==> src/rtl/core/quad_x_motor_mixer_core_defines.svh <==
// Assertion macros for the motor mixer core.
`ifndef QUAD_X_MOTOR_MIXER_CORE_DEFINES_SVH
`define QUAD_X_MOTOR_MIXER_CORE_DEFINES_SVH

// Same-cycle implication, quiet during reset.
`define QXMM_ASSERT_NOW(label, clk, rst, ante, cons, msg) \
   label: assert property (@(posedge clk) disable iff (rst) (ante) |-> (cons)) \
      else $error(msg);

// Next-cycle implication, quiet during reset.
`define QXMM_ASSERT_NEXT(label, clk, rst, ante, cons, msg) \
   label: assert property (@(posedge clk) disable iff (rst) (ante) |=> (cons)) \
      else $error(msg);

`endif

==> src/rtl/core/qxmm_pkg.sv <==
// Shared constants and types of the motor mixer core.
`default_nettype none
package qxmm_pkg;
   localparam int NUM_MOTORS = 4;
   localparam int CMD_W      = 32;
   localparam int THR_W      = 11;
   localparam int RPM_W      = 16;

   // mixing coefficients divided by Kf, Q.8
   localparam logic [22:0] COEF_QUARTER = 23'd6293019;
   localparam logic [28:0] COEF_YAW     = 29'd308028160;
   localparam logic [19:0] RADS_TO_RPM  = 20'd625822;
   localparam logic [10:0] DSHOT_SPAN   = 11'd1999;
   localparam logic [10:0] DSHOT_LOW    = 11'd48;

   localparam logic [RPM_W-1:0] RESET_MIN_RPM = 16'd5000;
   localparam logic [RPM_W-1:0] RESET_MAX_RPM = 16'd15275;

   // square root: 56-bit radicand, 28 root bits, one bit per cell
   localparam int RAD_W  = 56;
   localparam int ROOT_W = 28;
   localparam int REM_W  = 30;
   localparam int NUM_SQ_CELLS = ROOT_W;

   // division: 27-bit numerator, quotient below 2048, one bit per cell
   localparam int NUMER_W = 27;
   localparam int QUO_W   = 11;
   localparam int NUM_DIV_CELLS = QUO_W;

   localparam int MIX_STAGES = 3;
   localparam int RPM_STAGES = 3;
   localparam int PIPE_DEPTH = MIX_STAGES + NUM_SQ_CELLS + RPM_STAGES + NUM_DIV_CELLS;

   // per-motor sign pattern, set bit = negate; bit0 thrust, 1 roll, 2 pitch, 3 yaw
   localparam logic [3:0] MIX_NEG [NUM_MOTORS] = '{4'b1010, 4'b0000, 4'b1100, 4'b0110};

   typedef enum logic [7:0] {
      CSR_MIN_RPM = 8'd0,
      CSR_MAX_RPM = 8'd1
   } csr_index_type;
endpackage
`default_nettype wire

==> src/rtl/core/qxmm_rpm_lane.sv <==
// Speed to rpm, clamp and throttle numerator for one motor.
`default_nettype none
module qxmm_rpm_lane
   import qxmm_pkg::*;
(
   input  wire logic               clock,
   input  wire logic               adv,
   input  wire logic [ROOT_W-1:0]  rads_i,
   input  wire logic [RPM_W-1:0]   min_rpm,
   input  wire logic [RPM_W-1:0]   max_rpm,
   output logic      [NUMER_W-1:0] numer_o
);
   logic [47:0]        prod_ff;
   logic [23:0]        rpm_full;
   logic [RPM_W-1:0]   rpm_clamp, diff_ff;
   logic [NUMER_W-1:0] numer_ff;

   always_comb begin
      rpm_full = prod_ff[47:24];
      rpm_clamp = (rpm_full > 24'(max_rpm)) ? max_rpm : rpm_full[RPM_W-1:0];
      if (rpm_clamp < min_rpm) rpm_clamp = min_rpm;
   end

   always_ff @(posedge clock) begin
      if (adv) begin
         prod_ff  <= 48'(rads_i) * 48'(RADS_TO_RPM);
         diff_ff  <= rpm_clamp - min_rpm;
         numer_ff <= NUMER_W'(diff_ff) * NUMER_W'(DSHOT_SPAN);
      end
   end

   assign numer_o = numer_ff;
endmodule
`default_nettype wire

==> config.mk <==
export PLATFORM = sky130hd
export DESIGN_NAME = qxmm_rpm_lane
export DESIGN_NICKNAME = d
export VERILOG_FILES = /design/src/rtl/core/quad_x_motor_mixer_core_defines.svh /design/src/rtl/core/qxmm_pkg.sv /design/src/rtl/core/qxmm_rpm_lane.sv
export SDC_FILE = /design/constraint.sdc
export NUM_CORES = 1
export LEC_CHECK = 0
export BUFFER_PORTS_ARGS = -buffer_cell sky130_fd_sc_hd__buf_2
export CAP_MARGIN = 0
export CORE_ASPECT_RATIO = 0.9
export CORE_MARGIN = 10
export CORE_UTILIZATION = 38
export CTS_CLUSTER_DIAMETER = 40
export DETAILED_ROUTE_END_ITERATION = 6
export GPL_TIMING_DRIVEN = 0
export PLACE_DENSITY_LB_ADDON = 0.1
export SLEW_MARGIN = 5
export SYNTH_ARGS = -nofsm -noshare
export SYNTH_HDL_FRONTEND = slang
export SYNTH_SLANG_ARGS = --single-unit
==> constraint.sdc <==
create_clock -name clock -period 15.8 [get_ports clock]
set_clock_uncertainty 0.2 [all_clocks]
set_input_delay 1.58 -clock clock [delete_from_list [all_inputs] [get_ports clock]]
set_output_delay 1.58 -clock clock [all_outputs]
set_load 0.02 [all_outputs]
==> flow_summary.json <==
{
  "status": "complete, no violations",
  "die_w_um": 243.1,
  "grt_pass1_vias": 12200,
  "synthArstFlopShare_pct": 0,
  "ios": 89,
  "setup_viol": 0,
  "cts_tree": "built",
  "timing.final.crit_share_pct": 54.59,
  "start_util_pct": 38.51,
  "synth_flop_cell": "edfxtp_1",
  "yosysTopAreaCellShare_pct": 33.63,
  "crit_path_frequent_cell": "o21ai_0",
  "cp_data_required_time_ns": 15.68,
  "placed_area_sq_um": 18250,
  "drv_slew": 0,
  "die_h_um": 220.8,
  "max-cap-violations": 0,
  "fin_tns_setup_ns": 0,
  "path_class": "in2reg",
  "synth-seq-cells": 67,
  "synth.area.top_cells": "fa_1 34%, ha_1 26%, inv_1 13%, edfxtp_1 12%, a21oi_1 2.0%",
  "grt_max_degree": 49,
  "grt_pass1_wl_um": 62120,
  "cts_hold_buf": 0,
  "drt.antenna.violating_nets": 0,
  "clk_latency_ns": 0.34,
  "place_hpwl_um": 33410,
  "routed_wirelength_um": 37150,
  "crit_fanout": 10,
  "fin_nets": 2532,
  "start_kind": "input port",
  "clk_pin_slew_ns": 0.06,
  "syn-num-nets": 2432,
  "cts.sinks": 67,
  "synth.distinct_cells": 50,
  "vias": 11180,
  "syn_inst": 1732,
  "synth_edf_count": 67,
  "avgSynthCellArea_sq_um": 9.829,
  "grt-ovfl-total": 0,
  "tightest_slew_ns": 0.6884,
  "portBuffers": 88,
  "hold_path_class": "reg2reg",
  "rows": 73,
  "cts_resized": 0,
  "ctsRootBufferMaster": "clkbuf_16",
  "gp_congestion": 0.8026,
  "grtUsageTotal_pct": 14.42,
  "synth_area_sq_um": 17020,
  "clockBufferDepth": 2,
  "critPathMaxStageDelay_ns": 0.41,
  "drtPass1Iterations": 4,
  "post_drt_wl_per_cell_um": 15.25,
  "end_kind": "register",
  "design_area_sq_um": 18550,
  "coreArea_sq_um": 44210,
  "synth_seq_area_share_pct": 11.82,
  "crit_slowest_cell": "fa_1",
  "vias_per_cell": 4.587,
  "drive_gt1_share_pct": 6.318,
  "hold_viol": 0,
  "max-slew-margin-rel_pct": 53.52,
  "yosysWarnings": 0,
  "min_period_ns": 8.625,
  "postCtsSetupRepairBufs": 0,
  "cts-htree-levels": 3,
  "fmax_mhz": 115.9,
  "drc_errors": 0,
  "die-area_sq_um": 53680,
  "first_iter_violations": 292,
  "worst_ep_arrival_time_ns": 8.51,
  "rsz0062_at_grt": "no",
  "antenna_cells": 0,
  "cts-buffers-inserted": 9,
  "synth_top_cell_by_area": "fa_1",
  "final_cells": 2436,
  "antenna_found_initial": 0,
  "syn_to_final_growth_pct": 8.974,
  "dp.cells": 2421
}
## placed cells by master (no fill, tap or decap), types with 6 or more instances in the layout
cell type	n
xor2_1	20
nor2_1	49
ha_1	352
buf_2	91
edfxtp_1	67
xnor2_1	34
nand2_1	39
a21oi_1	69
a21o_1	27
clkbuf_16	9
nor4_1	6
nand4_1	9
inv_1	591
nor2b_1	15
o21a_1	14
o21ai_0	46
fa_1	286
nand2b_1	6
o21bai_1	8
nor3_1	8
and3_1	6
nand3_1	7
## layout make-up
cell class / instances / area (sq um)
timing repair buffer: 89 / 470.5
clock buffer: 9 / 225.2
clock inverter: 6 / 81.33
sequential: 67 / 2012
inverter: 591 / 2218
fill: 4513 / 25660
tap: 600 / 750.7
multi-input combinational: 1068 / 12770
buffer: 6 / 27.53
## final timing paths
check | depth (start not counted) | end | start | slack, ns
max | 33 | diff_ff[10]$_DFFE_PP_ | max_rpm[11] | 7.17
min | 0 | numer_o[0]$_DFFE_PP_ | diff_ff[0]$_DFFE_PP_ | 0.51
max reg2reg | 31 | diff_ff[10]$_DFFE_PP_ | prod_ff[35]$_DFFE_PP_ | 8.18
min reg2reg | 0 | numer_o[0]$_DFFE_PP_ | diff_ff[0]$_DFFE_PP_ | 0.51
## per-stage QoR
stage | util (%) | hold slack (ns) | setup slack [ns]
2_1_floorplan | - | 0.3547 | 8.161
3_3_place_gp | 41.20 | 0.5178 | 6.993
3_5_place_dp | 41.27 | 0.5067 | 6.982
4_1_cts | 41.96 | 0.5296 | 7.304
5_1_grt | 41.96 | 0.5475 | 6.525
6_report | 41.96 | 0.5120 | 7.175
## per-layer routing
metal / wire length [um] / GRT usage [%]
met1: 17990 / 19.26
met2: 18030 / 25.44
met3: 811 / 1.386
met4: 313 / 2.268
met5: 0 / 0
## cells by family after synthesis
group | share of synthesized area [%]
AO/OA/AOI/OAI | 7.703
XOR/XNOR | 2.778
adder cells (fa/ha/maj) | 59.50
buffers and inverters | 13.19
flip-flops | 11.82
multiplexers | 0.3160
AND/OR/NAND/NOR | 4.689
## worst max-delay path, delay by kind of cell
kind            cells  cell delay (ns)
buf+inv             5             0.98
simple gates        8             1.21
fa+ha+maj           4             1.26
compound gates     15             3.36
mux                 1             0.11
## registers in the layout, summed over array words and instances, names as in the netlist
register	cells
numer_o	27
prod_ff	24
diff_ff	16
## Yosys cell counts, drive strengths merged (6+ instances only)
cell type    n
nor4         6
xnor2       34
a21oi       70
inv        591
o21bai       8
nand2b       6
nand3        7
o21ai       47
nor2b       15
fa         286
nand4        9
xor2        20
a21o        27
o21a        14
nor3         8
nand2       39
ha         352
edfxtp      67
nor2        49
and3         6
Power is not shown: default switching activity piles up to over one toggle a cycle in this logic, so the estimate is an artifact.
