**config.mk**
```make
export PLATFORM = sky130hd
export DESIGN_NAME = qxmm_div_cell
export DESIGN_NICKNAME = d
export VERILOG_FILES = /design/src/rtl/core/quad_x_motor_mixer_core_defines.svh /design/src/rtl/core/qxmm_pkg.sv /design/src/rtl/core/qxmm_div_cell.sv
export SDC_FILE = /design/constraint.sdc
export NUM_CORES = 1
export LEC_CHECK = 0
export ABC_AREA = 1
export BUFFER_PORTS_ARGS = -buffer_cell sky130_fd_sc_hd__buf_2
export CAP_MARGIN = 20
export CORE_UTILIZATION = 45
export DETAILED_ROUTE_END_ITERATION = 6
export PLACE_DENSITY = 0.76
export SKIP_CTS_REPAIR_TIMING = 1
export SYNTH_ARGS = -nofsm -noshare
export SYNTH_HDL_FRONTEND = slang
export SYNTH_SLANG_ARGS = --single-unit
```
**constraint.sdc**
```tcl
create_clock -name clock -period 1.68 [get_ports clock]
set_input_delay 0.336 -clock clock [delete_from_list [all_inputs] [get_ports clock]]
set_output_delay 0.336 -clock clock [all_outputs]
set_load 0.02 [all_outputs]
```
**src/rtl/core/quad_x_motor_mixer_core_defines.svh**
```systemverilog
// Assertion macros for the motor mixer core.
`ifndef QUAD_X_MOTOR_MIXER_CORE_DEFINES_SVH
`define QUAD_X_MOTOR_MIXER_CORE_DEFINES_SVH

// Same-cycle implication, quiet during reset.
`define QXMM_ASSERT_NOW(label, clk, rst, ante, cons, msg) \
   label: assert property (@(posedge clk) disable iff (rst) (ante) |-> (cons)) \
      else $error(msg);

// Next-cycle implication, quiet during reset.
`define QXMM_ASSERT_NEXT(label, clk, rst, ante, cons, msg) \
   label: assert property (@(posedge clk) disable iff (rst) (ante) |=> (cons)) \
      else $error(msg);

`endif

```
**src/rtl/core/qxmm_pkg.sv**
```systemverilog
// Shared constants and types of the motor mixer core.
`default_nettype none
package qxmm_pkg;
   localparam int NUM_MOTORS = 4;
   localparam int CMD_W      = 32;
   localparam int THR_W      = 11;
   localparam int RPM_W      = 16;

   // mixing coefficients divided by Kf, Q.8
   localparam logic [22:0] COEF_QUARTER = 23'd6293019;
   localparam logic [28:0] COEF_YAW     = 29'd308028160;
   localparam logic [19:0] RADS_TO_RPM  = 20'd625822;
   localparam logic [10:0] DSHOT_SPAN   = 11'd1999;
   localparam logic [10:0] DSHOT_LOW    = 11'd48;

   localparam logic [RPM_W-1:0] RESET_MIN_RPM = 16'd5000;
   localparam logic [RPM_W-1:0] RESET_MAX_RPM = 16'd15275;

   // square root: 56-bit radicand, 28 root bits, one bit per cell
   localparam int RAD_W  = 56;
   localparam int ROOT_W = 28;
   localparam int REM_W  = 30;
   localparam int NUM_SQ_CELLS = ROOT_W;

   // division: 27-bit numerator, quotient below 2048, one bit per cell
   localparam int NUMER_W = 27;
   localparam int QUO_W   = 11;
   localparam int NUM_DIV_CELLS = QUO_W;

   localparam int MIX_STAGES = 3;
   localparam int RPM_STAGES = 3;
   localparam int PIPE_DEPTH = MIX_STAGES + NUM_SQ_CELLS + RPM_STAGES + NUM_DIV_CELLS;

   // per-motor sign pattern, set bit = negate; bit0 thrust, 1 roll, 2 pitch, 3 yaw
   localparam logic [3:0] MIX_NEG [NUM_MOTORS] = '{4'b1010, 4'b0000, 4'b1100, 4'b0110};

   typedef enum logic [7:0] {
      CSR_MIN_RPM = 8'd0,
      CSR_MAX_RPM = 8'd1
   } csr_index_type;
endpackage
`default_nettype wire

```
**src/rtl/core/qxmm_div_cell.sv**
```systemverilog
// One quotient bit of the throttle division.
`default_nettype none
module qxmm_div_cell
   import qxmm_pkg::*;
(
   input  wire logic              clock,
   input  wire logic              adv,
   input  wire logic [RPM_W-1:0]  den_i,
   input  wire logic [QUO_W-1:0]  num_i,
   input  wire logic [RPM_W-1:0]  rem_i,
   input  wire logic [QUO_W-1:0]  quo_i,
   output logic      [QUO_W-1:0]  num_o,
   output logic      [RPM_W-1:0]  rem_o,
   output logic      [QUO_W-1:0]  quo_o
);
   logic [RPM_W:0]   rem_t;
   logic [RPM_W-1:0] rem_in, rem_ff;
   logic [QUO_W-1:0] quo_in, quo_ff, num_ff;

   always_comb begin
      rem_t = {rem_i, num_i[QUO_W-1]};
      if (rem_t >= {1'b0, den_i}) begin
         rem_in = RPM_W'(rem_t - {1'b0, den_i});
         quo_in = {quo_i[QUO_W-2:0], 1'b1};
      end else begin
         rem_in = rem_t[RPM_W-1:0];
         quo_in = {quo_i[QUO_W-2:0], 1'b0};
      end
   end

   always_ff @(posedge clock) begin
      if (adv) begin
         num_ff <= {num_i[QUO_W-2:0], 1'b0};
         rem_ff <= rem_in;
         quo_ff <= quo_in;
      end
   end

   assign num_o = num_ff;
   assign rem_o = rem_ff;
   assign quo_o = quo_ff;
endmodule
`default_nettype wire

```
==> flow_metrics.py <==
metrics = {
    "run_status": {
        "outcome": "finished, final reports clean",
    },
    "clocking": {
        "cts_tree": "built",
        "cts_buffer_depth": 2,
        "root_buffer": "clkbuf_8",
        "clock-sinks": 37,
        "cts-buffers-inserted": 5,
        "cts.clk_slew.worst_paths_ns": 0.08,
        "cts_max_level": 2,
    },
    "layout": {
        "fin_nets": 510,
        "multi_input_area_sq_um": 1310,
        "fin_cells": 508,
        "num-fill-cells": 441,
        "diodes": 0,
        "final_layout_size_suffix_gt1_share_pct": 42.9,
        "seq_area_sq_um": 1110,
        "area_growth_pct": 46.0,
        "stdcell_area_sq_um": 3560,
    },
    "grt": {
        "overflow": 0,
        "grt_max_degree": 27,
        "grt_pass1_vias": 2100,
        "antenna_found_initial": 0,
        "groute.usage.overall_pct": 21.4,
        "grt_pass1_wl_um": 8960,
    },
    "sta": {
        "setup_slack_ns": 0.112,
        "setup-violations-final": 0,
        "hold_slack_ns": 0.207,
        "fmax_mhz": 638,
        "hold_viol_final": 0,
        "fin_crit_sh_pct": 93.4,
        "layout_min_cycle_time_ns": 1.57,
        "final-max-slew-violation-count": 0,
    },
    "floorplan": {
        "io_pins": 94,
        "fp.dieArea_sq_um": 5720,
        "fp.dieW_um": 75.7,
        "die_h_um": 75.7,
        "design.core.area_sq_um": 5170,
        "initial_core_util_pct": 47.2,
        "rows": 26,
    },
    "routing": {
        "via_per_inst": 4.58,
        "firstDrtPassIters": 5,
        "vias": 2325,
        "remaining_drc_errors": 0,
        "routed_wl_um": 5780,
        "drt_iter0_markers": 84,
        "wl_per_cell_um": 11.4,
        "ant_nets": 0,
    },
    "power": {
        "p_leak_nw": 1.86,
        "powerDensity_nw_per_um2": 773,
        "fin_total_pwr_w": 0.00276,
        "ir_drop_mv": 0.446,
    },
    "setup_path": {
        "path_cells": "buf_2 > inv_1 > ha_4 > nand2_1 > nor2_2 > nand2_1 > nor2_2 > nor2_2 > nand2_4 > buf_6 > nand2_1 > o21ai_0",
        "cp.arrival_ns": 1.61,
        "worstSetupPathType": "input pin to register",
        "crit_path_max_incr_delay_ns": 0.22,
        "critical_path.startpoint": "den_i[5]",
        "startpoint_type": "input pin",
        "crit_buf_inv": 3,
        "worstPathMaxFanout": 5,
        "crit_path_end": "rem_o[0]$_DFFE_PP_",
        "endpoint_kind": "register",
        "crit_required_ns": 1.72,
        "critical_path_cell_count": 12,
        "crit_slowest_cell": "ha_4",
        "critPathTopFamily": "simple AND/OR/NAND/NOR gates",
    },
    "synthesis": {
        "synth.distinct_cells": 24,
        "ys_warn_count": 0,
        "ys_seq_area_share_pct": 45.5,
        "syn_inst": 308,
        "syn_area_per_cell_sq_um": 7.93,
        "synth-seq-cells": 37,
        "syn_nets": 381,
        "synth_area_sq_um": 2440,
    },
    "job": {
        "drv_cap": 0,
    },
    "placed_design": {
        "numPlacedInstances": 498,
        "gp_congestion": 0.871,
        "hpwl_um": 4620,
        "place_area_sq_um": 3410,
        "portBuffers": 91,
        "place_ws_ns": -0.211,
    },
    "min_path": {
        "hp-start": "quo_i[8]",
        "hold_class": "input pin to register",
    },
}
==> worst min path at each step <==
stage	to	depth (start not counted)
detailed placement	quo_o[8]$_DFFE_PP_	1
global placement	quo_o[1]$_DFFE_PP_	1
global route	quo_o[9]$_DFFE_PP_	1
finish	quo_o[9]$_DFFE_PP_	1
CTS	quo_o[3]$_DFFE_PP_	1
floorplan	num_o[10]$_DFFE_PP_	0
==> sequential cells by signal, summed over array words and instances (netlist names) <==
name	count
quo_o	11
num_o	10
rem_o	16
==> per-stage QoR <==
step | setup TNS (ns) | util, %
6_report | 0 | 68.9
5_1_grt | -0.00750 | 68.9
4_1_cts | 0 | 67.6
3_5_place_dp | -3.21 | 66.0
3_3_place_gp | -2.91 | 66.0
2_1_floorplan | -0.0198 | -
==> cell usage after synthesis <==
| cell | n | area (sq um) |
|---|---|---|
| nor2_1 | 16 | 60.1 |
| xor2_1 | 5 | 43.8 |
| nor2_2 | 3 | 18.8 |
| o21bai_1 | 1 | 7.51 |
| fa_1 | 1 | 20.0 |
| nor3_1 | 2 | 10.0 |
| xnor2_1 | 1 | 8.76 |
| nand2_1 | 120 | 450 |
| buf_4 | 1 | 7.51 |
| nand4_1 | 4 | 25.0 |
| and2_1 | 2 | 12.5 |
| nand3_1 | 17 | 85.1 |
| a21oi_1 | 9 | 45.0 |
| edfxtp_1 | 37 | 1110 |
| or2_2 | 1 | 6.26 |
| inv_1 | 60 | 225 |
| nand3_2 | 2 | 20.0 |
| nand3b_1 | 2 | 15.0 |
| nand2_2 | 2 | 12.5 |
| buf_12 | 1 | 20.0 |
| o21ai_0 | 2 | 10.0 |
| buf_6 | 2 | 22.5 |
| ha_1 | 16 | 200 |
| conb_1 | 1 | 3.75 |
==> layout make-up <==
type	instances	area share [%]
flip-flops and latches	37	31.2
multi-input cells	207	36.6
repair buffers	126	20.8
well taps	70	2.46
clock buffers	6	2.04
clock inverters	2	0.281
inverters	60	6.60
==> cell usage in the layout (no fill, tap or decap), types with 2 or more instances in the layout <==
cell type and n:
inv_2 11, inv_4 2, nand3b_1 2, inv_1 46, buf_2 91, buf_4 32, nand3_2 5, and2_1 2
ha_4 13, xor2_1 5, nand2_1 112, clkinv_2 2, edfxtp_1 37, a21oi_1 8, nor2_1 12, nand3_1 14
ha_1 3, nand4_1 4, clkbuf_8 5, nor2_2 6, o21ai_0 2, nand2_4 3, nor3_2 2, nand2_2 7
==> layer usage <==
| layer | up-vias | GRT usage (%) | part of all wire (%) |
|---|---|---|---|
| met5 | - | 0 | 0 |
| li1 | 1223 | - | - |
| met2 | 77 | 37.6 | 49 |
| met3 | 6 | 3.84 | 6.4 |
| met1 | 1019 | 26.5 | 44 |
| met4 | 0 | 7.00 | 1.1 |
==> kinds of logic (layout without fill, tap and decap cells) <==
| group | count (synthesis) | in the layout | synth area share (%) |
|---|---|---|---|
| adders and majority gates | 17 | 17 | 9.02 |
| DFF | 37 | 37 | 45.5 |
| xor gates and xnor gates | 6 | 6 | 2.15 |
| and+or+nand+nor | 171 | 171 | 29.3 |
| buffers and inverters | 64 | 194 | 11.3 |
| AOI/OAI and AO/OA | 12 | 12 | 2.56 |
| other | 1 | 1 | 0.154 |
==> power breakdown <==
part	leakage [nW]	internal [W]	total, W	switching (W)
combinational	1.45	0.000427	0.000984	0.000556
sequential	0.362	0.00114	0.00116	0.0000218
clock	0.0450	0.000287	0.000610	0.000322
Note: power is estimated with default switching activity, not from simulation.
