### src/rtl/core/quad_x_motor_mixer_core_defines.svh
// Assertion macros for the motor mixer core.
`ifndef QUAD_X_MOTOR_MIXER_CORE_DEFINES_SVH
`define QUAD_X_MOTOR_MIXER_CORE_DEFINES_SVH

// Same-cycle implication, quiet during reset.
`define QXMM_ASSERT_NOW(label, clk, rst, ante, cons, msg) \
   label: assert property (@(posedge clk) disable iff (rst) (ante) |-> (cons)) \
      else $error(msg);

// Next-cycle implication, quiet during reset.
`define QXMM_ASSERT_NEXT(label, clk, rst, ante, cons, msg) \
   label: assert property (@(posedge clk) disable iff (rst) (ante) |=> (cons)) \
      else $error(msg);

`endif

### src/rtl/core/qxmm_pkg.sv
// Shared constants and types of the motor mixer core.
`default_nettype none
package qxmm_pkg;
   localparam int NUM_MOTORS = 4;
   localparam int CMD_W      = 32;
   localparam int THR_W      = 11;
   localparam int RPM_W      = 16;

   // mixing coefficients divided by Kf, Q.8
   localparam logic [22:0] COEF_QUARTER = 23'd6293019;
   localparam logic [28:0] COEF_YAW     = 29'd308028160;
   localparam logic [19:0] RADS_TO_RPM  = 20'd625822;
   localparam logic [10:0] DSHOT_SPAN   = 11'd1999;
   localparam logic [10:0] DSHOT_LOW    = 11'd48;

   localparam logic [RPM_W-1:0] RESET_MIN_RPM = 16'd5000;
   localparam logic [RPM_W-1:0] RESET_MAX_RPM = 16'd15275;

   // square root: 56-bit radicand, 28 root bits, one bit per cell
   localparam int RAD_W  = 56;
   localparam int ROOT_W = 28;
   localparam int REM_W  = 30;
   localparam int NUM_SQ_CELLS = ROOT_W;

   // division: 27-bit numerator, quotient below 2048, one bit per cell
   localparam int NUMER_W = 27;
   localparam int QUO_W   = 11;
   localparam int NUM_DIV_CELLS = QUO_W;

   localparam int MIX_STAGES = 3;
   localparam int RPM_STAGES = 3;
   localparam int PIPE_DEPTH = MIX_STAGES + NUM_SQ_CELLS + RPM_STAGES + NUM_DIV_CELLS;

   // per-motor sign pattern, set bit = negate; bit0 thrust, 1 roll, 2 pitch, 3 yaw
   localparam logic [3:0] MIX_NEG [NUM_MOTORS] = '{4'b1010, 4'b0000, 4'b1100, 4'b0110};

   typedef enum logic [7:0] {
      CSR_MIN_RPM = 8'd0,
      CSR_MAX_RPM = 8'd1
   } csr_index_type;
endpackage
`default_nettype wire

### src/rtl/core/qxmm_mix_lane.sv
// Mixing, coefficient multiply and magnitude for one motor.
`default_nettype none
module qxmm_mix_lane
   import qxmm_pkg::*;
#(
   parameter logic [3:0] NEG = 4'b0000
) (
   input  wire logic                  clock,
   input  wire logic                  adv,
   input  wire logic [4*CMD_W-1:0]    cmd_i,
   output logic      [RAD_W-1:0]      rad_o
);
   logic signed [33:0] t_s, r_s, p_s, a_in, a_ff;
   logic signed [32:0] b_in, b_ff;
   logic signed [57:0] pq_in, pq_ff;
   logic signed [62:0] py_in, py_ff;
   logic signed [63:0] sum;
   logic        [63:0] mag;
   logic [RAD_W-1:0]   rad_in, rad_ff;

   always_comb begin
      t_s = 34'(signed'(cmd_i[31:0]));
      r_s = 34'(signed'(cmd_i[63:32]));
      p_s = 34'(signed'(cmd_i[95:64]));
      a_in = (NEG[0] ? -t_s : t_s) + (NEG[1] ? -r_s : r_s) + (NEG[2] ? -p_s : p_s);
      b_in = NEG[3] ? -33'(signed'(cmd_i[127:96])) : 33'(signed'(cmd_i[127:96]));
      pq_in = a_ff * $signed({1'b0, COEF_QUARTER});
      py_in = b_ff * $signed({1'b0, COEF_YAW});
      sum = 64'(pq_ff) + 64'(py_ff);
      mag = sum[63] ? 64'(-sum) : 64'(sum);
      rad_in = mag[63:8];
   end

   always_ff @(posedge clock) begin
      if (adv) begin
         a_ff   <= a_in;
         b_ff   <= b_in;
         pq_ff  <= pq_in;
         py_ff  <= py_in;
         rad_ff <= rad_in;
      end
   end

   assign rad_o = rad_ff;
endmodule
`default_nettype wire

### config.mk
export PLATFORM = sky130hd
export DESIGN_NAME = qxmm_mix_lane
export DESIGN_NICKNAME = d
export VERILOG_FILES = /design/src/rtl/core/quad_x_motor_mixer_core_defines.svh /design/src/rtl/core/qxmm_pkg.sv /design/src/rtl/core/qxmm_mix_lane.sv
export SDC_FILE = /design/constraint.sdc
export NUM_CORES = 2
export LEC_CHECK = 0
export ABC_AREA = 1
export BUFFER_PORTS_ARGS = -buffer_cell sky130_fd_sc_hd__buf_2
export CAP_MARGIN = 0
export CORE_MARGIN = 2
export CORE_UTILIZATION = 65
export DETAILED_ROUTE_END_ITERATION = 6
export GPL_ROUTABILITY_DRIVEN = 0
export HOLD_SLACK_MARGIN = 0.08
export PLACE_DENSITY = 0.84
export SYNTH_ARGS = -nofsm -noshare
export SYNTH_HDL_FRONTEND = slang
export SYNTH_SLANG_ARGS = --single-unit
### constraint.sdc
create_clock -name clock -period 7.9 [get_ports clock]
set_input_delay 0.79 -clock clock [delete_from_list [all_inputs] [get_ports clock]]
set_output_delay 0.79 -clock clock [all_outputs]
set_load 0.1 [all_outputs]
==> flow_metrics.env <==
export IMPL_synthCells=4679
export IMPL_crit_path_frequent_cell="sky130_fd_sc_hd__fa_1"
export IMPL_yosys_most_used_dff="sky130_fd_sc_hd__edfxtp_1"
export IMPL_unrepaired_setup_endpoints_after_global_routing="no"
export IMPL_dp_hpwl_um=85400
export IMPL_drc_errors=13
export IMPL_max_stage_delay_ns=0.79
export IMPL_ys_warnings_count=0
export IMPL_timing_fmax_mhz=152.5
export IMPL_die_w_um=248.8
export IMPL_layout_filler_cells=4410
export IMPL_globalRouteOverflowTotal=0
export IMPL_failed_checks="design-rule violations"
export IMPL_diodes_inserted=0
export IMPL_hold_buffers=0
export IMPL_rr_startpoint="b_ff[11]"
export IMPL_portBuffers=185
export IMPL_ys_ff_latch=234
export IMPL_share_of_cells_above_drive_strength_1_pct=6.296
export IMPL_maxCapViolCount=0
export IMPL_vias_in_the_first_global_route=32120
export IMPL_wire_length_of_the_first_global_routing_pass_um=161300
export IMPL_wl_um=99810
export IMPL_fp_coreArea_um2=59130
export IMPL_pin_count_of_the_biggest_net_entering_global_routing=131
export IMPL_layout_core_utilization_pct=70.68
export IMPL_run_status="complete, but fails checks"
export IMPL_finalCritPeriodShare_pct=83.02
export IMPL_timing_critical_path_arrival_ns=6.89
export IMPL_timing_critical_path_to_type="flop"
export IMPL_multiInputGateArea_um2=27780
export IMPL_cts_buffer_depth=3
export IMPL_via_count=32040
export IMPL_critPathLaunchType="flop"
export IMPL_worstHoldStart="cmd_i[100]"
export IMPL_timing_final_setup_violations=0
export IMPL_final_nets=6079
export IMPL_cts_tree="yes"
export IMPL_grt_antenna_before_repair=0
export IMPL_area_growth_synth_to_final_pct=7.287
export IMPL_synth_area_per_cell_um2=8.326
export IMPL_finalClockSkew_ns=0.02507
export IMPL_io_pin_count=186
export IMPL_critical_path_slowest_cell="sky130_fd_sc_hd__edfxtp_1"
export IMPL_worst_setup_hold_path_clk_slew_ns=0.07
export IMPL_groute_usage_overall_pct=32.57
export IMPL_yosys_top_cell_area_share_pct=22.30
export IMPL_period_needed_ns=6.559
export IMPL_worstSetupPathType="reg -> reg"
export IMPL_post_synthesis_cell_type_with_the_largest_combined_area="sky130_fd_sc_hd__fa_1"
export IMPL_worstHoldEndpoint="b_ff[4]"
export IMPL_timing_hold_worst_path_depth=1
export IMPL_worst_slew_pin_transition_ns=0.9147
export IMPL_clk_latency_ns=0.59
export IMPL_core_rowCount=89
export IMPL_synth_yosys_seq_area_share_pct=18.04
export IMPL_critPathMaxFanout=9
export IMPL_report_final_slew_viol_count=0
export IMPL_number_of_post_cts_setup_repair_buffers=0
export IMPL_route_antenna_remaining_nets=0
export IMPL_clock_sinks=234
export IMPL_critical_r2r_capture="py_ff[55]"
export IMPL_seq_area_um2=7027
export IMPL_worst_min_path_class="in -> reg"
export IMPL_post_syn_area_um2=38960
export IMPL_r2r_slack_ns=1.34
export IMPL_worstPathCellList="fa_1 > ha_1 > ha_1 > fa_1 > fa_1 > fa_1 > inv_1 > fa_1 > inv_1 > ha_1 > a21oi_1 > inv_1 > a21oi_1 > o21ai_0 > inv_1 > nand2_1 > a21oi_1 > o21ai_0 > nand2_1 > o311ai_0 > xor2_1"
export IMPL_ys_top_cells_by_area="sky130_fd_sc_hd__fa_1 22%, sky130_fd_sc_hd__ha_1 20%, sky130_fd_sc_hd__edfxtp_1 18%"
export IMPL_avgViaCountPerCell=5.639
export IMPL_synth_top_cells_by_count="1,079 x sky130_fd_sc_hd__inv_1, 954 x sky130_fd_sc_hd__nand2_1, 627 x sky130_fd_sc_hd__ha_1, 434 x sky130_fd_sc_hd__fa_1, 305 x sky130_fd_sc_hd__nor2_1"
export IMPL_finalHoldViolCount=0
export IMPL_floorplan_initialDensity_pct=65.88
export IMPL_worst_ep_required_ns=8.23
export IMPL_cts_repair_resized=0
export IMPL_yosysMostFrequentCell="sky130_fd_sc_hd__inv_1"
export IMPL_totalNegativeSetupSlack_ns=0
export IMPL_drtIter0Drc=3108
export IMPL_clock_root_buffer="sky130_fd_sc_hd__clkbuf_16"
export IMPL_drt_pre_antenna_iters=7
export IMPL_drt_wirelength_per_cell_um=17.57
export IMPL_max_slew_headroom_at_the_worst_pin_pct=39.02
export IMPL_die_height_um=248.8
export IMPL_count_of_flip_flops_with_a_built_in_enable_after_synthesis=234
export IMPL_whs_ns=0.3772
export IMPL_synth_lib_cells_used_distinct=54
export IMPL_worst_r2r_path_depth=21
export IMPL_numCtsBuffers=29
export IMPL_postSynthNetCount=5870
export IMPL_total_die_area_um2=61910
export IMPL_synthArstFlopShare_pct=0
export IMPL_htree_num_levels=1
## placed cells by master, fill, tap and decap left out, types with 8 or more instances in the layout
cell                           n
sky130_fd_sc_hd__a21boi_0     10
sky130_fd_sc_hd__a21o_1       19
sky130_fd_sc_hd__a21oi_1     242
sky130_fd_sc_hd__a31oi_1      54
sky130_fd_sc_hd__and3_1        8
sky130_fd_sc_hd__buf_2       184
sky130_fd_sc_hd__clkbuf_16    29
sky130_fd_sc_hd__edfxtp_1    234
sky130_fd_sc_hd__fa_1        434
sky130_fd_sc_hd__ha_1        627
sky130_fd_sc_hd__inv_1      1079
sky130_fd_sc_hd__nand2_1     954
sky130_fd_sc_hd__nand2_2      23
sky130_fd_sc_hd__nand3_1     137
sky130_fd_sc_hd__nand3b_1      8
sky130_fd_sc_hd__nand4_1      42
sky130_fd_sc_hd__nor2_1      305
sky130_fd_sc_hd__nor2_2       16
sky130_fd_sc_hd__nor3_1       23
sky130_fd_sc_hd__o21a_1       17
sky130_fd_sc_hd__o21ai_0     127
sky130_fd_sc_hd__o21bai_1     20
sky130_fd_sc_hd__xnor2_1      82
sky130_fd_sc_hd__xor2_1      132
## routing by layer
metal  GRT usage, %  share of wire [%]  vias to the layer above
met2          52.53                 45                     1532
met4          14.65                5.3                        0
met5              0                  0                        -
met1          43.38                 41                    14970
li1               -                  -                    15230
met3          5.444                8.9                      305
## stage by stage
step,worst slack [ns],cell area [um2],instances
floorplan,1.905,38960,4679
global placement,1.777,40840,5630
detailed placement,1.479,40840,5630
CTS,1.476,41800,5681
global route,1.040,41800,5681
finish,1.341,41800,5681
## critical path, delay by kind of cell, from the launching register on
| family | cells | cell delay [ns] |
|---|---|---|
| fa+ha+maj | 8 | 3.66 |
| compound gates | 6 | 1.24 |
| flops | 1 | 0.79 |
| buf+inv | 4 | 0.24 |
| simple gates | 2 | 0.18 |
| xor+xnor | 1 | 0.17 |
## flip-flops by register name (all words and copies together), names as in the netlist
register,count
b_ff,32
py_ff,54
rad_o,56
a_ff,34
pq_ff,58
## worst max path at each step
| stage | startpoint | end | slack [ns] | depth (start not counted) |
|---|---|---|---|---|
| 2_1_floorplan | a_ff[33] | pq_ff[54] | 1.90 | 21 |
| 3_3_place_gp | b_ff[15] | py_ff[55] | 1.78 | 21 |
| 3_5_place_dp | b_ff[11] | py_ff[55] | 1.48 | 21 |
| 4_1_cts | b_ff[11] | py_ff[55] | 1.48 | 21 |
| 5_1_grt | b_ff[11] | py_ff[55] | 1.04 | 21 |
| 6_report | b_ff[11] | py_ff[55] | 1.34 | 21 |
## cell type report
class                           instances  area share, %
Multi-Input combinational cell       3346          66.47
Timing Repair Buffer                  189          2.341
Inverter                             1088          9.771
Sequential cell                       234          16.81
Clock inverter                         17         0.5089
Clock buffer                           34          1.781
Tap cell                              773          2.314
## cell families after synthesis
group | share of synthesized area (%)
XOR/XNOR | 4.853
adder cells (fa/ha/maj) | 42.47
AO/OA/AOI/OAI | 7.425
multiplexers | 0.05460
AND/OR/NAND/NOR | 16.51
buffers and inverters | 10.65
other | 0.009626
flip-flops | 18.04
Power is left out: the tool's default activity adds up to more than one toggle a clock period on the data nets, which glitch-free logic cannot reach.
