[src/rtl/core/quad_x_motor_mixer_core_defines.svh]
// Assertion macros for the motor mixer core.
`ifndef QUAD_X_MOTOR_MIXER_CORE_DEFINES_SVH
`define QUAD_X_MOTOR_MIXER_CORE_DEFINES_SVH

// Same-cycle implication, quiet during reset.
`define QXMM_ASSERT_NOW(label, clk, rst, ante, cons, msg) \
   label: assert property (@(posedge clk) disable iff (rst) (ante) |-> (cons)) \
      else $error(msg);

// Next-cycle implication, quiet during reset.
`define QXMM_ASSERT_NEXT(label, clk, rst, ante, cons, msg) \
   label: assert property (@(posedge clk) disable iff (rst) (ante) |=> (cons)) \
      else $error(msg);

`endif

[src/rtl/core/qxmm_pkg.sv]
// Shared constants and types of the motor mixer core.
`default_nettype none
package qxmm_pkg;
   localparam int NUM_MOTORS = 4;
   localparam int CMD_W      = 32;
   localparam int THR_W      = 11;
   localparam int RPM_W      = 16;

   // mixing coefficients divided by Kf, Q.8
   localparam logic [22:0] COEF_QUARTER = 23'd6293019;
   localparam logic [28:0] COEF_YAW     = 29'd308028160;
   localparam logic [19:0] RADS_TO_RPM  = 20'd625822;
   localparam logic [10:0] DSHOT_SPAN   = 11'd1999;
   localparam logic [10:0] DSHOT_LOW    = 11'd48;

   localparam logic [RPM_W-1:0] RESET_MIN_RPM = 16'd5000;
   localparam logic [RPM_W-1:0] RESET_MAX_RPM = 16'd15275;

   // square root: 56-bit radicand, 28 root bits, one bit per cell
   localparam int RAD_W  = 56;
   localparam int ROOT_W = 28;
   localparam int REM_W  = 30;
   localparam int NUM_SQ_CELLS = ROOT_W;

   // division: 27-bit numerator, quotient below 2048, one bit per cell
   localparam int NUMER_W = 27;
   localparam int QUO_W   = 11;
   localparam int NUM_DIV_CELLS = QUO_W;

   localparam int MIX_STAGES = 3;
   localparam int RPM_STAGES = 3;
   localparam int PIPE_DEPTH = MIX_STAGES + NUM_SQ_CELLS + RPM_STAGES + NUM_DIV_CELLS;

   // per-motor sign pattern, set bit = negate; bit0 thrust, 1 roll, 2 pitch, 3 yaw
   localparam logic [3:0] MIX_NEG [NUM_MOTORS] = '{4'b1010, 4'b0000, 4'b1100, 4'b0110};

   typedef enum logic [7:0] {
      CSR_MIN_RPM = 8'd0,
      CSR_MAX_RPM = 8'd1
   } csr_index_type;
endpackage
`default_nettype wire

[src/rtl/core/qxmm_sqrt_cell.sv]
// One digit step of the integer square root.
`default_nettype none
module qxmm_sqrt_cell
   import qxmm_pkg::*;
(
   input  wire logic              clock,
   input  wire logic              adv,
   input  wire logic [RAD_W-1:0]  rad_i,
   input  wire logic [ROOT_W-1:0] root_i,
   input  wire logic [REM_W-1:0]  rem_i,
   output logic      [RAD_W-1:0]  rad_o,
   output logic      [ROOT_W-1:0] root_o,
   output logic      [REM_W-1:0]  rem_o
);
   logic [REM_W-1:0]  rem_t, trial, rem_in, rem_ff;
   logic [ROOT_W-1:0] root_in, root_ff;
   logic [RAD_W-1:0]  rad_ff;

   always_comb begin
      rem_t = {rem_i[REM_W-3:0], rad_i[RAD_W-1 -: 2]};
      trial = {root_i, 2'b01};
      if (rem_t >= trial) begin
         rem_in  = rem_t - trial;
         root_in = {root_i[ROOT_W-2:0], 1'b1};
      end else begin
         rem_in  = rem_t;
         root_in = {root_i[ROOT_W-2:0], 1'b0};
      end
   end

   always_ff @(posedge clock) begin
      if (adv) begin
         rad_ff  <= {rad_i[RAD_W-3:0], 2'b00};
         root_ff <= root_in;
         rem_ff  <= rem_in;
      end
   end

   assign rad_o  = rad_ff;
   assign root_o = root_ff;
   assign rem_o  = rem_ff;
endmodule
`default_nettype wire

[config.mk]
export PLATFORM = sky130hd
export DESIGN_NAME = qxmm_sqrt_cell
export DESIGN_NICKNAME = d
export VERILOG_FILES = /design/src/rtl/core/quad_x_motor_mixer_core_defines.svh /design/src/rtl/core/qxmm_pkg.sv /design/src/rtl/core/qxmm_sqrt_cell.sv
export SDC_FILE = /design/constraint.sdc
export NUM_CORES = 1
export LEC_CHECK = 0
export ABC_AREA = 1
export BUFFER_PORTS_ARGS = -buffer_cell sky130_fd_sc_hd__buf_2
export CELL_PAD_IN_SITES_DETAIL_PLACEMENT = 0
export CELL_PAD_IN_SITES_GLOBAL_PLACEMENT = 1
export CORE_ASPECT_RATIO = 1.4
export CORE_MARGIN = 10
export CORE_UTILIZATION = 39
export CTS_BUF_LIST = sky130_fd_sc_hd__clkbuf_16
export DETAILED_ROUTE_END_ITERATION = 10
export PLACE_DENSITY = 0.95
export SLEW_MARGIN = 10
export SYNTH_ARGS = -nofsm -noshare
export SYNTH_HDL_FRONTEND = slang
export SYNTH_SLANG_ARGS = --single-unit
[constraint.sdc]
create_clock -name clock -period 2.9 [get_ports clock]
set_input_delay 0.145 -clock clock [delete_from_list [all_inputs] [get_ports clock]]
set_output_delay 0.145 -clock clock [all_outputs]
set_load 0.02 [all_outputs]
==> load_flow_metrics.sql, run 1 <==
INSERT INTO impl_metrics (metric_group, metric, value, unit) VALUES
('detailed_routing', 'detailroute.via_count', '5638', ''),
('synthesis', 'avgSynthCellArea', '8.79', 'sq um'),
('hold_path', 'hold_class', 'input pin to flip-flop', ''),
('power', 'combinationalPowerShare', '26.7', '%'),
('power', 'ir_drop', '0.000418', 'V'),
('timing', 'rsz0062_at_grt', 'no', ''),
('floorplanning', 'start_util', '39.4', '%'),
('synthesis', 'postSynth.asyncResetShare', '0', '%'),
('cells_and_area', 'drive_above_1_share', '27.1', '%'),
('cells_and_area', 'final_net_count', '1178', ''),
('setup_path', 'crit_path_end_kind', 'flip-flop', ''),
('cells_and_area', 'layout-area-overhead-vs-synth', '38.5', '%'),
('global_route', 'maximum_number_of_pins_on_one_net_before_global_route_repair', '51', ''),
('power', 'reg_power_share', '45.3', '%'),
('synthesis', 'post_synth_num_cell_types', '32', ''),
('global_route', 'grt_overflow_total', '0', ''),
('global_route', 'grt_first_pass_wirelength', '30500', 'microns'),
('floorplanning', 'chip_width', '128', 'microns'),
('timing', 'hold_violation_count_in_the_final_report', '0', ''),
('detailed_routing', 'drtAntennaViolNets', '0', ''),
('clocking', 'root_buffer', 'sky130_fd_sc_hd__clkbuf_16', ''),
('setup_path', 'arrival', '2620', 'ps'),
('synthesis', 'number_of_enable_flip_flop_cells_after_synthesis', '112', ''),
('setup_path', 'crit_type', 'input pin to flip-flop', ''),
('clocking', 'tritoncts', 'built', ''),
('place', 'place.gp.congestion', '0.891', ''),
('clocking', 'cts_made_buffers', '9', ''),
('floorplanning', 'floorplan.rows', '55', ''),
('power', 'internal_cell_power', '3.01', 'mW'),
('outcome', 'status', 'complete, no violations', ''),
('timing', 'fin_setup_tns', '0', 'ps'),
('power', 'power_switching_share', '32.0', '%'),
('power', 'power.static_leakage', '4.52', 'nW'),
('clocking', 'cts.sinks', '112', ''),
('detailed_routing', 'drt-initial-drc-count', '283', ''),
('setup_path', 'start_kind', 'input pin', ''),
('synthesis', 'synth_flop_cell', 'sky130_fd_sc_hd__edfxtp_1', ''),
('detailed_routing', 'first_pass_iters', '4', ''),
('detailed_routing', 'post_drt_wl_per_cell', '16.0', 'microns'),
('setup_path', 'largest_fanout_on_the_critical_path', '32', ''),
('synthesis', 'post_synth_instance_area', '0.00634', 'sq mm'),
('clocking', 'post_cts.repair.setup_buffers', '0', ''),
('timing', 'fin_worst_hold_slack', '102', 'ps'),
('power', 'p_clk_share', '28.0', '%'),
('power', 'switchingPower', '1.41', 'mW'),
('setup_path', 'worstPathRequired', '3020', 'ps'),
('synthesis', 'synth-warning-count', '0', ''),
('floorplanning', 'die-area', '0.0218', 'sq mm'),
('clocking', 'cts_buffer_depth', '2', ''),
('floorplanning', 'io-pin-count', '230', ''),
('place', 'buffer_ports.inserted', '225', ''),
('place', 'hpwlAfterDp', '15500', 'microns'),
('detailed_routing', 'drc_errors', '0', ''),
('global_route', 'grt_antenna_before_repair', '1', ''),
('synthesis', 'synth_seq_cells', '112', ''),
('floorplanning', 'die-height', '171', 'microns'),
('global_route', 'globalRouteTotalUtil', '17.7', '%'),
('power', 'power_per_cell_area', '503', 'mW/mm^2'),
('timing', 'report.final.setup_viol', '0', ''),
('timing', 'drv_slew', '0', ''),
('synthesis', 'synth_seq_area_share', '53.0', '%'),
('detailed_routing', 'postRouteWirelength', '19800', 'microns'),
('detailed_routing', 'routed_via_density', '4.56', ''),
('timing', 'max_freq', '400', 'MHz'),
('synthesis', 'syn_inst', '721', ''),
('clocking', 'cts_max_level', '3', ''),
('floorplanning', 'core_area', '0.0161', 'sq mm'),
('global_route', 'first_global_vias', '5946', ''),
('clocking', 'worst_setup_hold_path_clk_slew', '90', 'ps'),
('job', 'maxCapViolations', '0', ''),
('timing', 'final_period_minus_worst_setup_slack', '2500', 'ps'),
('timing', 'timing.final.crit_share', '86.2', '%');
cells by family (layout without fill, tap and decap cells):
| kind of cell | Yosys count | after routing | share of synthesized area, % |
|---|---|---|---|
| simple gates | 390 | 390 | 27.2 |
| buf+inv | 151 | 466 | 9.87 |
| flops | 112 | 112 | 53.0 |
| fa+ha+maj | 30 | 30 | 5.92 |
| compound gates | 23 | 23 | 2.01 |
| xor+xnor | 14 | 14 | 1.93 |
| other cells | 1 | 3 | 0.0591 |
repair_timing:
action,4_1_cts,5_1_grt
hold buffers,81,0
gates resized for setup,0,0
endpoints found under the hold margin,81,0
cell usage in the layout, fill, tap and decap left out:
| cell | n |
|---|---|
| sky130_fd_sc_hd__a21o_1 | 1 |
| sky130_fd_sc_hd__a21oi_1 | 16 |
| sky130_fd_sc_hd__a21oi_2 | 1 |
| sky130_fd_sc_hd__a31oi_2 | 1 |
| sky130_fd_sc_hd__and2_1 | 1 |
| sky130_fd_sc_hd__and3_1 | 1 |
| sky130_fd_sc_hd__buf_12 | 1 |
| sky130_fd_sc_hd__buf_2 | 224 |
| sky130_fd_sc_hd__buf_4 | 5 |
| sky130_fd_sc_hd__clkbuf_16 | 9 |
| sky130_fd_sc_hd__clkinv_1 | 1 |
| sky130_fd_sc_hd__clkinv_2 | 1 |
| sky130_fd_sc_hd__clkinv_4 | 1 |
| sky130_fd_sc_hd__clkinv_8 | 1 |
| sky130_fd_sc_hd__conb_1 | 2 |
| sky130_fd_sc_hd__diode_2 | 1 |
| sky130_fd_sc_hd__dlygate4sd3_1 | 81 |
| sky130_fd_sc_hd__edfxtp_1 | 112 |
| sky130_fd_sc_hd__ha_1 | 30 |
| sky130_fd_sc_hd__inv_1 | 136 |
| sky130_fd_sc_hd__inv_2 | 2 |
| sky130_fd_sc_hd__inv_6 | 2 |
| sky130_fd_sc_hd__inv_8 | 2 |
| sky130_fd_sc_hd__nand2_1 | 252 |
| sky130_fd_sc_hd__nand2_2 | 8 |
| sky130_fd_sc_hd__nand3_1 | 62 |
| sky130_fd_sc_hd__nand3_2 | 13 |
| sky130_fd_sc_hd__nand3_4 | 1 |
| sky130_fd_sc_hd__nand3b_1 | 4 |
| sky130_fd_sc_hd__nand4_1 | 6 |
| sky130_fd_sc_hd__nor2_1 | 30 |
| sky130_fd_sc_hd__nor2_2 | 8 |
| sky130_fd_sc_hd__nor2_4 | 1 |
| sky130_fd_sc_hd__nor3_1 | 3 |
| sky130_fd_sc_hd__o21ai_0 | 2 |
| sky130_fd_sc_hd__o21bai_1 | 2 |
| sky130_fd_sc_hd__xnor2_1 | 1 |
| sky130_fd_sc_hd__xor2_1 | 13 |
worst max-delay path, stage by stage:
cell and delay, ps:
sky130_fd_sc_hd__dlygate4sd3_1 540, sky130_fd_sc_hd__buf_2 110, sky130_fd_sc_hd__inv_1 40, sky130_fd_sc_hd__ha_1 340, sky130_fd_sc_hd__nand2_1 170, sky130_fd_sc_hd__inv_1 70, sky130_fd_sc_hd__nand2_1 60, sky130_fd_sc_hd__nand2_1 60
sky130_fd_sc_hd__nand2_1 60, sky130_fd_sc_hd__nand2_1 60, sky130_fd_sc_hd__inv_1 50, sky130_fd_sc_hd__nand2_1 120, sky130_fd_sc_hd__nand2_2 110, sky130_fd_sc_hd__nand3_4 340, sky130_fd_sc_hd__nand3_1 270, sky130_fd_sc_hd__nand2_1 80
metrics by stage:
stage / setup WS [ps] / area (sq um) / instances / util [%] / power [mW]
finish: 401 / 8780 / 1237 / 54.5 / 4.42
global route: 196 / 8780 / 1237 / 54.5 / 4.66
CTS: 382 / 8780 / 1236 / 54.5 / 4.47
detailed placement: 564 / 7670 / 1139 / 47.7 / 3.14
global placement: 553 / 7670 / 1139 / 47.7 / 3.13
floorplan: 1190 / 6340 / 722 / - / 2.74
power by group through the flow:
| stage | Sequential [mW] | Clock [mW] | Combinational [mW] |
|---|---|---|---|
| after global placement | 2.03 | 0 | 1.10 |
| after CTS | 2.00 | 1.27 | 1.20 |
| after detailed placement | 2.04 | 0 | 1.11 |
| final | 2.00 | 1.24 | 1.18 |
| after global routing | 2.02 | 1.33 | 1.31 |
| after floorplan | 2.25 | 0 | 0.487 |
flip-flops by register name, indices dropped and copies added (netlist names):
signal / cells
root_o: 28
rem_o: 30
rad_o: 54
path summary, 6_finish.rpt:
kind	start	to	slack [ps]	cells past startpoint
min	rem_i[19]	rem_o[21]$_DFFE_PP_	100	3
max	root_i[7]	rem_o[22]$_DFFE_PP_	400	16
routing by layer:
layer / share of wire, % / GRT usage, % / vias to the layer above
met3: 6.8 / 4.98 / 20
met2: 55 / 34.1 / 147
li1: - / - / 2911
met1: 36 / 17.7 / 2560
met4: 1.8 / 5.10 / 0
met5: 0 / 0 / -
cells in the mapped netlist (all sizes together), types with 2 or more instances:
master / instances / area, sq um
nor2: 39 / 174
xor2: 13 / 114
clkbuf: 2 / 8.75
nand4: 6 / 37.5
nor3: 3 / 15.0
edfxtp: 112 / 3360
o21bai: 2 / 15.0
o21ai: 2 / 10.0
ha: 30 / 375
a21oi: 17 / 88.8
nand3b: 4 / 30.0
inv: 138 / 518
buf: 10 / 95.1
nand3: 76 / 458
nand2: 260 / 996
layout make-up:
class	instances	area [sq um]
flip-flops and latches	112	3360
inverters	139	522
repair buffers	311	1990
well taps	199	249
clock inverters	7	70.1
fillers	1491	7320
multi-input cells	459	2360
clock buffers	9	225
diodes	1	2.50
Note: power is estimated with default switching activity, not from simulation.
==> inputs of run 2 (changes only) <==
BUFFER_PORTS_ARGS = default   (was -buffer_cell sky130_fd_sc_hd__buf_2)
CORE_UTILIZATION = 50   (was 39)
DONT_BUFFER_PORTS = 1   (was default)
PLACE_DENSITY = default   (was 0.95)
PLACE_DENSITY_LB_ADDON = 0.1   (was default)
==> load_flow_metrics.sql, run 2 (synthesis gave the netlist of run 1 again) <==
INSERT INTO impl_metrics (metric_group, metric, value, unit) VALUES
('outcome', 'status', 'finished, violations left', ''),
('outcome', 'violations', 'negative hold slack', ''),
('global_route', 'grt_overflow_total', '0', ''),
('global_route', 'globalRouteTotalUtil', '21.5', '%'),
('floorplanning', 'chip_width', '115', 'microns'),
('setup_path', 'slowest_delay', '900', 'ps'),
('timing', 'max_freq', '497', 'MHz'),
('place', 'buffer_ports.inserted', '0', ''),
('detailed_routing', 'drc_errors', '0', ''),
('detailed_routing', 'first_pass_iters', '7', ''),
('hold_path', 'hold_class', 'input pin to flip-flop', ''),
('timing', 'fin_setup_tns', '0', 'ps'),
('power', 'total_power', '4.22', 'mW'),
('place', 'place.gp.congestion', '0.873', ''),
('setup_path', 'largest_fanout_on_the_critical_path', '29', ''),
('floorplanning', 'start_util', '51.3', '%'),
('setup_path', 'crit_type', 'input pin to flip-flop', ''),
('floorplanning', 'io-pin-count', '230', ''),
('timing', 'worst-slew-pin-transition', '1130', 'ps'),
('setup_path', 'cp_cell_sequence', 'inv_1 -> ha_1 -> nand2_1 -> inv_1 -> a21oi_1 -> nand2_1 -> a31oi_4 -> nand3_2 -> nand2_1', ''),
('cells_and_area', 'layout-area-overhead-vs-synth', '21.7', '%'),
('floorplanning', 'die-area', '0.0177', 'sq mm'),
('hold_path', 'whs_path_depth', '0', ''),
('hold_path', 'worst_hold_endpoint', 'rem_o[28]$_DFFE_PP_', ''),
('global_route', 'grt_antenna_before_repair', '1', ''),
('setup_path', 'timing.critical_path.slowest_stage_cell', 'sky130_fd_sc_hd__a31oi_4', ''),
('cells_and_area', 'max_reg_flops', '54', ''),
('detailed_routing', 'postRouteWirelength', '19500', 'microns'),
('cells_and_area', 'layout.cells.most_common', 'sky130_fd_sc_hd__nand2_1', ''),
('timing', 'rsz0062_at_grt', 'no', ''),
('timing', 'timing.final.crit_share', '69.3', '%'),
('global_route', 'maximum_number_of_pins_on_one_net_before_global_route_repair', '113', ''),
('clocking', 'post_cts.repair.setup_buffers', '0', ''),
('detailed_routing', 'detailroute.via_count', '5006', ''),
('detailed_routing', 'drt-initial-drc-count', '272', ''),
('global_route', 'top_usage_layer', 'met2', ''),
('cells_and_area', 'final_net_count', '965', ''),
('floorplanning', 'floorplan.rows', '48', ''),
('clocking', 'cts.sinks', '112', ''),
('setup_path', 'timing.critical_path.max_delay_family', 'compound AO/OA/AOI/OAI gates', ''),
('cells_and_area', 'drive_above_1_share', '6.07', '%'),
('timing', 'hold_violation_count_in_the_final_report', '34', ''),
('detailed_routing', 'drtAntennaViolNets', '0', ''),
('global_route', 'gr-usage-met2', '40.6', '%'),
('job', 'maxCapViolations', '0', ''),
('global_route', 'globalRouteMet1Util', '22.3', '%'),
('timing', 'fin_worst_hold_slack', '-106', 'ps'),
('clocking', 'cts_max_level', '3', ''),
('detailed_routing', 'post_drt_wl_per_cell', '20.0', 'microns'),
('clocking', 'tritoncts', 'built', ''),
('hold_path', 'worst_hold_startpoint', 'adv', ''),
('floorplanning', 'die-height', '153', 'microns'),
('timing', 'slew-limit-headroom', '24.9', '%'),
('setup_path', 'cp.depth', '9', ''),
('clocking', 'cts_hold_buffers', '98', ''),
('power', 'power_per_cell_area', '547', 'mW/mm^2'),
('place', 'hpwlAfterDp', '13900', 'microns'),
('setup_path', 'arrival', '2230', 'ps'),
('clocking', 'worst_setup_hold_path_clk_slew', '80', 'ps'),
('clocking', 'root_buffer', 'sky130_fd_sc_hd__clkbuf_16', ''),
('detailed_routing', 'routed_via_density', '5.13', ''),
('cells_and_area', 'fill_cells', '1056', ''),
('clocking', 'cts_resized', '0', ''),
('global_route', 'use_met3', '4.47', '%'),
('global_route', 'first_global_vias', '5233', ''),
('clocking', 'cts_made_buffers', '9', ''),
('timing', 'final_period_minus_worst_setup_slack', '2010', 'ps'),
('timing', 'drv_slew', '0', ''),
('timing', 'report.final.setup_viol', '0', ''),
('floorplanning', 'core_area', '0.0124', 'sq mm'),
('setup_path', 'start_kind', 'input pin', ''),
('global_route', 'grt_first_pass_wirelength', '29300', 'microns'),
('power', 'power.static_leakage', '3.68', 'nW'),
('power', 'ir_drop', '0.000266', 'V'),
('setup_path', 'worstPathRequired', '3120', 'ps'),
('setup_path', 'timing.critical_path.buf_inv', '2', ''),
('setup_path', 'critical_path.most_common_cell', 'sky130_fd_sc_hd__nand2_1', ''),
('clocking', 'cts_buffer_depth', '2', ''),
('cells_and_area', 'most-common-layout-cells', 'sky130_fd_sc_hd__nand2_1, sky130_fd_sc_hd__inv_1, sky130_fd_sc_hd__edfxtp_1, sky130_fd_sc_hd__dlygate4sd3_1, sky130_fd_sc_hd__nand3_1', ''),
('setup_path', 'crit_path_end_kind', 'flip-flop', '');
-- run 2: where the power goes --
part	leakage [nW]	total, mW	internal (mW)	switching [mW]
clock network	0.146	1.24	0.604	0.632
registers	1.10	2.25	1.98	0.270
logic	2.43	0.735	0.291	0.443
total	3.68	4.22	2.88	1.34
-- run 2: area by class of cell --
type	count	area, sq um	share of cell area, %
Antenna cell	1	2.50	0.0324
Clock buffer	9	225	2.92
Clock inverter	7	66.3	0.859
Inverter	139	522	6.76
Multi-Input combinational cell	459	2370	30.7
Sequential cell	112	3360	43.6
Tap cell	150	188	2.43
Timing Repair Buffer	98	981	12.7
-- run 2: worst max-delay path by stage --
stage | to | from | slack, ps
4_1_cts | rem_o[17]$_DFFE_PP_ | root_i[23] | 840
5_1_grt | rem_o[24]$_DFFE_PP_ | root_i[27] | 620
3_5_place_dp | rem_o[17]$_DFFE_PP_ | root_i[23] | 480
2_1_floorplan | rem_o[10]$_DFFE_PP_ | root_i[0] | 1190
3_3_place_gp | rem_o[26]$_DFFE_PP_ | root_i[23] | 550
6_report | rem_o[11]$_DFFE_PP_ | root_i[27] | 890
-- run 2: metal layers --
layer | wire length [microns] | up-vias | share of wire, %
met1 | 7070 | 2301 | 36
met5 | 0 | - | 0
met4 | 440 | 0 | 2.3
li1 | - | 2487 | -
met3 | 1290 | 28 | 6.6
met2 | 10700 | 190 | 55
-- run 2: stage by stage --
step                      utilization (%)  cells  setup slack, ps  area [sq um]
after CTS                            62.4    974              842          7720
after global placement               52.1    860              546          6440
after global routing                 62.4    975              621          7720
after detailed placement             52.1    860              475          6440
final                                62.4    975              889          7720
after floorplan                         -    722             1190          6340
==> inputs of run 3 (changes only) <==
CORE_UTILIZATION = 42   (was 50)
clock period = 1.79 ns   (was 2.9 ns; I/O delays follow)
==> load_flow_metrics.sql, run 3 (synthesis gave the netlist of run 1 again) <==
INSERT INTO impl_metrics (metric_group, metric, value, unit) VALUES
('outcome', 'status', 'finished, violations left', ''),
('outcome', 'violations', 'negative hold slack', ''),
('timing', 'final_period_minus_worst_setup_slack', '1620', 'ps'),
('clocking', 'cts.sinks', '112', ''),
('power', 'total_power', '7.17', 'mW'),
('floorplanning', 'die-area', '0.0205', 'sq mm'),
('cells_and_area', 'layout.cells.most_common', 'sky130_fd_sc_hd__nand2_1', ''),
('place', 'buffer_ports.inserted', '0', ''),
('timing', 'drv_slew', '0', ''),
('setup_path', 'crit_path_end_kind', 'flip-flop', ''),
('cells_and_area', 'drive_above_1_share', '14.3', '%'),
('clocking', 'tritoncts', 'built', ''),
('cells_and_area', 'most-common-layout-cells', 'sky130_fd_sc_hd__nand2_1, sky130_fd_sc_hd__inv_1, sky130_fd_sc_hd__edfxtp_1, sky130_fd_sc_hd__dlygate4sd3_1, sky130_fd_sc_hd__buf_4', ''),
('setup_path', 'timing.critical_path.max_delay_family', 'simple AND/OR/NAND/NOR gates', ''),
('place', 'hpwlAfterDp', '16300', 'microns'),
('clocking', 'root_buffer', 'sky130_fd_sc_hd__clkbuf_16', ''),
('power', 'ir_drop', '0.000503', 'V'),
('place', 'place.gp.congestion', '0.862', ''),
('cells_and_area', 'area_of_combinational_cells_with_multiple_inputs', '0.00237', 'sq mm'),
('cells_and_area', 'max_reg_flops', '54', ''),
('detailed_routing', 'drc_errors', '0', ''),
('detailed_routing', 'drtAntennaViolNets', '0', ''),
('setup_path', 'largest_fanout_on_the_critical_path', '3', ''),
('setup_path', 'cp_cell_sequence', 'inv_1 -> ha_1 -> a21oi_1 -> nor2_1 -> nor2_1 -> nand2_1 -> a21oi_1 -> buf_4 -> nand3_1 -> nand3_1 -> nand2_1', ''),
('detailed_routing', 'first_pass_iters', '4', ''),
('cells_and_area', 'diodes', '0', ''),
('timing', 'fin_worst_hold_slack', '-157', 'ps'),
('clocking', 'worst_setup_hold_path_clk_slew', '90', 'ps'),
('power', 'power.static_leakage', '4.14', 'nW'),
('clocking', 'cts_made_buffers', '9', ''),
('setup_path', 'arrival', '1730', 'ps'),
('clocking', 'cts_resized', '0', ''),
('timing', 'rsz0062_at_grt', 'no', ''),
('cells_and_area', 'finalCoreUtilization', '57.2', '%'),
('detailed_routing', 'detailroute.via_count', '5347', ''),
('floorplanning', 'core_area', '0.0149', 'sq mm'),
('timing', 'max_freq', '619', 'MHz'),
('global_route', 'grt_first_pass_wirelength', '32000', 'microns'),
('timing', 'timing.final.crit_share', '90.3', '%'),
('setup_path', 'crit_type', 'input pin to flip-flop', ''),
('global_route', 'globalRouteTotalUtil', '20.7', '%'),
('detailed_routing', 'routed_via_density', '4.83', ''),
('global_route', 'maximum_number_of_pins_on_one_net_before_global_route_repair', '113', ''),
('setup_path', 'slowest_delay', '320', 'ps'),
('global_route', 'grt_overflow_total', '0', ''),
('timing', 'hold_violation_count_in_the_final_report', '112', ''),
('setup_path', 'timing.critical_path.buf_inv', '2', ''),
('hold_path', 'hold_class', 'input pin to flip-flop', ''),
('floorplanning', 'die-height', '165', 'microns'),
('power', 'power_per_cell_area', '841', 'mW/mm^2'),
('timing', 'report.final.setup_viol', '0', ''),
('detailed_routing', 'drt-initial-drc-count', '324', ''),
('clocking', 'cts_max_level', '3', ''),
('cells_and_area', 'fill_cells', '1335', ''),
('floorplanning', 'start_util', '42.5', '%'),
('floorplanning', 'io-pin-count', '230', ''),
('setup_path', 'worstPathRequired', '1910', 'ps'),
('cells_and_area', 'final_net_count', '1058', ''),
('global_route', 'first_global_vias', '5646', ''),
('cells_and_area', 'layout-area-overhead-vs-synth', '34.5', '%'),
('floorplanning', 'floorplan.rows', '53', ''),
('timing', 'fin_setup_tns', '0', 'ps'),
('floorplanning', 'chip_width', '124', 'microns'),
('detailed_routing', 'post_drt_wl_per_cell', '19.5', 'microns'),
('job', 'maxCapViolations', '0', ''),
('cells_and_area', 'final_cells', '1108', ''),
('clocking', 'cts_buffer_depth', '2', ''),
('setup_path', 'timing.critical_path.slowest_stage_cell', 'sky130_fd_sc_hd__ha_1', ''),
('setup_path', 'start_kind', 'input pin', ''),
('place', 'place_inst', '983', ''),
('global_route', 'grt_antenna_before_repair', '0', ''),
('detailed_routing', 'postRouteWirelength', '21600', 'microns'),
('cells_and_area', 'area_of_all_sequential_standard_cells', '0.00336', 'sq mm');
## run 3: area by class of cell
cell class | count | area share (%)
tap | 192 | 2.82
clock inverter | 6 | 0.733
timing repair buffer | 191 | 20.5
multi-input combinational | 459 | 27.8
inverter | 139 | 6.12
sequential | 112 | 39.4
clock buffer | 9 | 2.64
## run 3: through the flow
step / area, sq um / setup slack [ps]
6_report: 8530 / 174
4_1_cts: 8520 / 143
2_1_floorplan: 6340 / 136
3_5_place_dp: 7140 / -232
5_1_grt: 8530 / 92.7
3_3_place_gp: 7140 / -207
## run 3: path summary, 6_finish.rpt
check / startpoint / to / slack [ps] / cells after the start
worst min-delay path: adv / root_o[18]$_DFFE_PP_ / -160 / 0
worst max-delay path: root_i[22] / rem_o[27]$_DFFE_PP_ / 170 / 11
## run 3: timing repair
| item | CTS | global route |
|---|---|---|
| hold buffers | 109 | 1 |
| endpoints found under the hold margin | 222 | 113 |
| setup buffers | 0 | 0 |
## run 3: power breakdown
group	internal, mW	switching (mW)	total (mW)
registers	3.21	0.445	3.66
logic	0.694	0.797	1.49
clock network	0.981	1.05	2.03
## run 3: routing by layer
layer	wire [microns]	GRT usage (%)	vias to the layer above
met4	392	6.42	0
met1	7760	21.5	2470
met2	11800	39.4	179
met5	0	0	-
li1	-	-	2673
met3	1680	5.21	25
